$ cat src/sv/nps_pkg.sv
// Package: widths, codes and defaults shared by the interrupt scheduler files.
`default_nettype none
package nps_pkg;

    localparam int LEVELS_DEF        = 5;
    localparam int PENDING_WIDTH_DEF = 8;
    localparam int IDLE_WIDTH_DEF    = 16;

    localparam int OPCODE_W = 1;
    localparam int LEVEL_W  = 3;
    localparam int KIND_W   = 3;
    localparam int VALUE_W  = 16;
    localparam int STEPS_W  = 4;
    localparam int PROG_W   = 4;

    localparam logic [STEPS_W-1:0] STEPS_RESET = 4'd5;
    localparam logic [STEPS_W-1:0] STEPS_MAX   = 4'd14;

    localparam int APB_ADDR_W = 3;
    localparam int APB_DATA_W = 32;

    typedef enum logic [0:0] {
        REG_STEPS = 1'b0,
        REG_NONE  = 1'b1
    } t_reg_index;

    typedef enum logic [OPCODE_W-1:0] {
        OP_TICK = 1'b0,
        OP_REQ  = 1'b1
    } t_opcode;

    typedef enum logic [KIND_W-1:0] {
        KIND_IDLE  = 3'd0,
        KIND_START = 3'd1,
        KIND_STEP  = 3'd2,
        KIND_END   = 3'd3,
        KIND_REQ   = 3'd4
    } t_kind;

endpackage : nps_pkg
`default_nettype wire

$ cat src/sv/nps_cfg.sv
// APB register block: holds the steps-per-service register.
`default_nettype none
module nps_cfg import nps_pkg::*; (
    input  wire logic                  i_clk,
    input  wire logic                  i_rst_n,
    input  wire logic                  psel,
    input  wire logic                  penable,
    input  wire logic                  pwrite,
    input  wire logic [APB_ADDR_W-1:0] paddr,
    input  wire logic [APB_DATA_W-1:0] pwdata,
    output logic      [APB_DATA_W-1:0] prdata,
    output logic                       pready,
    output logic      [STEPS_W-1:0]    o_steps
);

    logic [STEPS_W-1:0] r_steps;
    t_reg_index         reg_sel;

    assign pready  = 1'b1;
    assign reg_sel = t_reg_index'(paddr[2]);
    assign o_steps = r_steps;

    always_ff @(posedge i_clk) begin
        if (!i_rst_n) begin
            r_steps <= STEPS_RESET;
        end else if (psel && penable && pwrite && pready && reg_sel == REG_STEPS) begin
            r_steps <= pwdata[STEPS_W-1:0];
        end
    end

    always_comb begin
        unique case (reg_sel)
            REG_STEPS: begin
                prdata = APB_DATA_W'(r_steps);
            end
            default: begin
                prdata = '0;
            end
        endcase
    end

endmodule : nps_cfg
`default_nettype wire

$ cat config.mk
export PLATFORM = sky130hd
export DESIGN_NAME = nps_cfg
export DESIGN_NICKNAME = d
export VERILOG_FILES = /design/src/sv/nps_pkg.sv /design/src/sv/nps_cfg.sv
export SDC_FILE = /design/constraint.sdc
export NUM_CORES = 1
export LEC_CHECK = 0
export BUFFER_PORTS_ARGS = -buffer_cell sky130_fd_sc_hd__buf_2
export CAP_MARGIN = 20
export CORE_UTILIZATION = 28
export CTS_CLUSTER_DIAMETER = 40
export CTS_CLUSTER_SIZE = 30
export DETAILED_ROUTE_END_ITERATION = 12
export PLACE_DENSITY = 0.83
export SYNTH_ARGS = -nofsm -noshare
export SYNTH_HDL_FRONTEND = slang
export SYNTH_SLANG_ARGS = --single-unit
export TNS_END_PERCENT = 5
$ cat constraint.sdc
create_clock -name i_clk -period 1.8 [get_ports i_clk]
set_clock_uncertainty 0.2 [all_clocks]
set_input_delay 0.27 -clock i_clk [delete_from_list [all_inputs] [get_ports i_clk]]
set_output_delay 0.27 -clock i_clk [all_outputs]
set_load 0.01 [all_outputs]
==> results.ini <==
[outcome]
outcome = complete, no violations

[clocking]
worst_skew_pair.late_latency_ps = 230
cts_inserted_buffers = 3
post-cts-setup-buffers = 0
clock_sinks = 4
cts_htree_levels = 1
root_buffer = sky130_fd_sc_hd__clkbuf_4
clk_path_buf_depth = 2
tritoncts = done
path_clk_slew_ps = 40
post_cts_resized = 0
post_cts_hold_buffer_count = 0

[grt]
grt_pass1_wl_um = 945
grt_overflow_total = 0
grt_max_degree = 9
grt_pass1_vias = 251
groute.usage.overall = 0.0742
grt_antenna_before_repair = 0

[synthesis]
mappedNetlistArea_um2 = 442
yosysWarningCount = 0
synth_area_leader = sky130_fd_sc_hd__buf_4
yosysUniqueCellTypes = 9
post_synth_inst_count = 53
post_synth_main_area_contributors = sky130_fd_sc_hd__buf_4 (49%), sky130_fd_sc_hd__dfxtp_1 (18%), sky130_fd_sc_hd__mux2i_1 (9.1%), sky130_fd_sc_hd__and2b_2 (7.9%), sky130_fd_sc_hd__nor2b_1 (5.7%)
seq_area_frac_synth = 0.181
netlist.area_leader.share = 0.493
synth_seq_cells = 4
synth_area_per_cell_um2 = 8.33

[floorplan]
floorplan.rows = 13
core-area_mm2 = 0.00138
initial_core_utilization = 0.319
die_h_um = 41.7
die_area_mm2 = 0.00174
die_w_um = 41.7
top_level_pins = 77

[sta]
grt_setup_unrepaired = no
timing.final.crit_period_ps = 1330
totalNegativeSetupSlack_ps = 0
timing.final.hold_violations = 0
clock.fmax_ghz = 0.754
final_min_period_over_clock_period = 0.737
setup-violations-final = 0
slew_viol_final = 0

[power]
power_per_unit_of_standard_cell_area_mw_per_mm2 = 583
cellLeakagePower_nw = 0.257
p_total_w = 0.000257
vdd_drop_max_mv = 0.322

[layout]
largest_register_ffs = 4
layout_common_cells = sky130_fd_sc_hd__conb_1 (29), sky130_fd_sc_hd__buf_2 (17)
antenna-diode-count = 0
share_of_cells_above_drive_strength_1 = 0.343
final_common_cell = sky130_fd_sc_hd__conb_1
final-instance-count-excl-fill = 85
post_synthesis_to_final_layout_area_growth_pct = -0.283
nNetsFinal = 112
finish.instance_area_um2 = 440
postLayoutCoreUtil = 0.319

[worst_setup_path]
r2r_slack_ps = 980
cp.required_ps = 1330
cp-end-kind = output port
worst-endpoint-arrival_ps = 860
r2r-end = o_steps[0]
worst_r2r_path_depth = 2
crit_path_max_fanout = 3
worst-setup-path-type = flip-flop to output port
critical_path.startpoint_type = flip-flop
timing.rr.start = o_steps[0]

[route]
total_number_of_vias = 285
routed_wl_um = 598
first_iter_violations = 1
antenna_left = 0
routed_via_density = 3.35
firstDrtPassIters = 2
post-route-drc-count = 0
wl_per_cell_um = 7.04

[place]
dpl-instance-area_um2 = 418
place.gp.congestion = 0.621
port_buffers = 17
placed_cells_incl_taps = 82
post-dp-hpwl_um = 551

[job]
max_cap_violations = 0

[min_path]
min_to = o_steps[1]
worstHoldPathType = input pin to flip-flop
startpoint_of_the_worst_hold_path = pwdata[1]
worst_hold_path.num_cells = 3

## kinds of logic after synthesis
kind of cell | share of synthesized area
buffers and inverters | 0.518
and+or+nand+nor | 0.193
muxes | 0.0907
DFF | 0.181
other | 0.0170
## per-layer routing
metal,track usage,up-vias,part of all wire
met5,0,-,0
met4,0.0774,0,0
met3,0.0130,0,0.077
met2,0.131,23,0.55
met1,0.0679,122,0.37
li1,-,140,-
## how the worst max path moves through the flow
| stage | start | end | slack [ps] | cells after the start |
|---|---|---|---|---|
| after floorplan | paddr[2] | o_steps[0] | 760 | 3 |
| after global placement | paddr[2] | o_steps[3] | 560 | 3 |
| after detailed placement | paddr[2] | o_steps[1] | 520 | 3 |
| after CTS | o_steps[0] | prdata[0] | 460 | 2 |
| after global routing | o_steps[0] | prdata[0] | 430 | 2 |
| final | o_steps[0] | prdata[0] | 470 | 2 |
## cells in the mapped netlist
master,count
sky130_fd_sc_hd__nor2b_1,4
sky130_fd_sc_hd__buf_4,29
sky130_fd_sc_hd__dfxtp_1,4
sky130_fd_sc_hd__and4b_1,1
sky130_fd_sc_hd__mux2i_1,4
sky130_fd_sc_hd__nand2_1,4
sky130_fd_sc_hd__buf_6,1
sky130_fd_sc_hd__and2b_2,4
sky130_fd_sc_hd__conb_1,2
## final cells by class
class / count / area (um^2)
clock buffer: 3 / 22.5
timing repair buffer: 17 / 85.1
sequential: 4 / 80.1
tap: 15 / 18.8
fill: 150 / 942
multi-input combinational: 46 / 234
## power by group
part	internal, W	switching (W)	total, W
Clock	0.0000743	0.0000320	0.000106
Combinational	0.0000178	0.0000403	0.0000581
Sequential	0.0000912	0.00000128	0.0000925
## worst max-delay path, cell delays in order, from the launching register on
cell	delay, ps
sky130_fd_sc_hd__dfxtp_1	310
sky130_fd_sc_hd__and2b_2	180
sky130_fd_sc_hd__buf_2	130
## through the flow
stage / hold WS, ps / setup slack [ps]
2_1_floorplan: 212 / 758
3_3_place_gp: 256 / 563
3_5_place_dp: 271 / 524
4_1_cts: 94.9 / 465
5_1_grt: 111 / 428
6_report: 96.6 / 474
(Power assumes the default switching activity.)
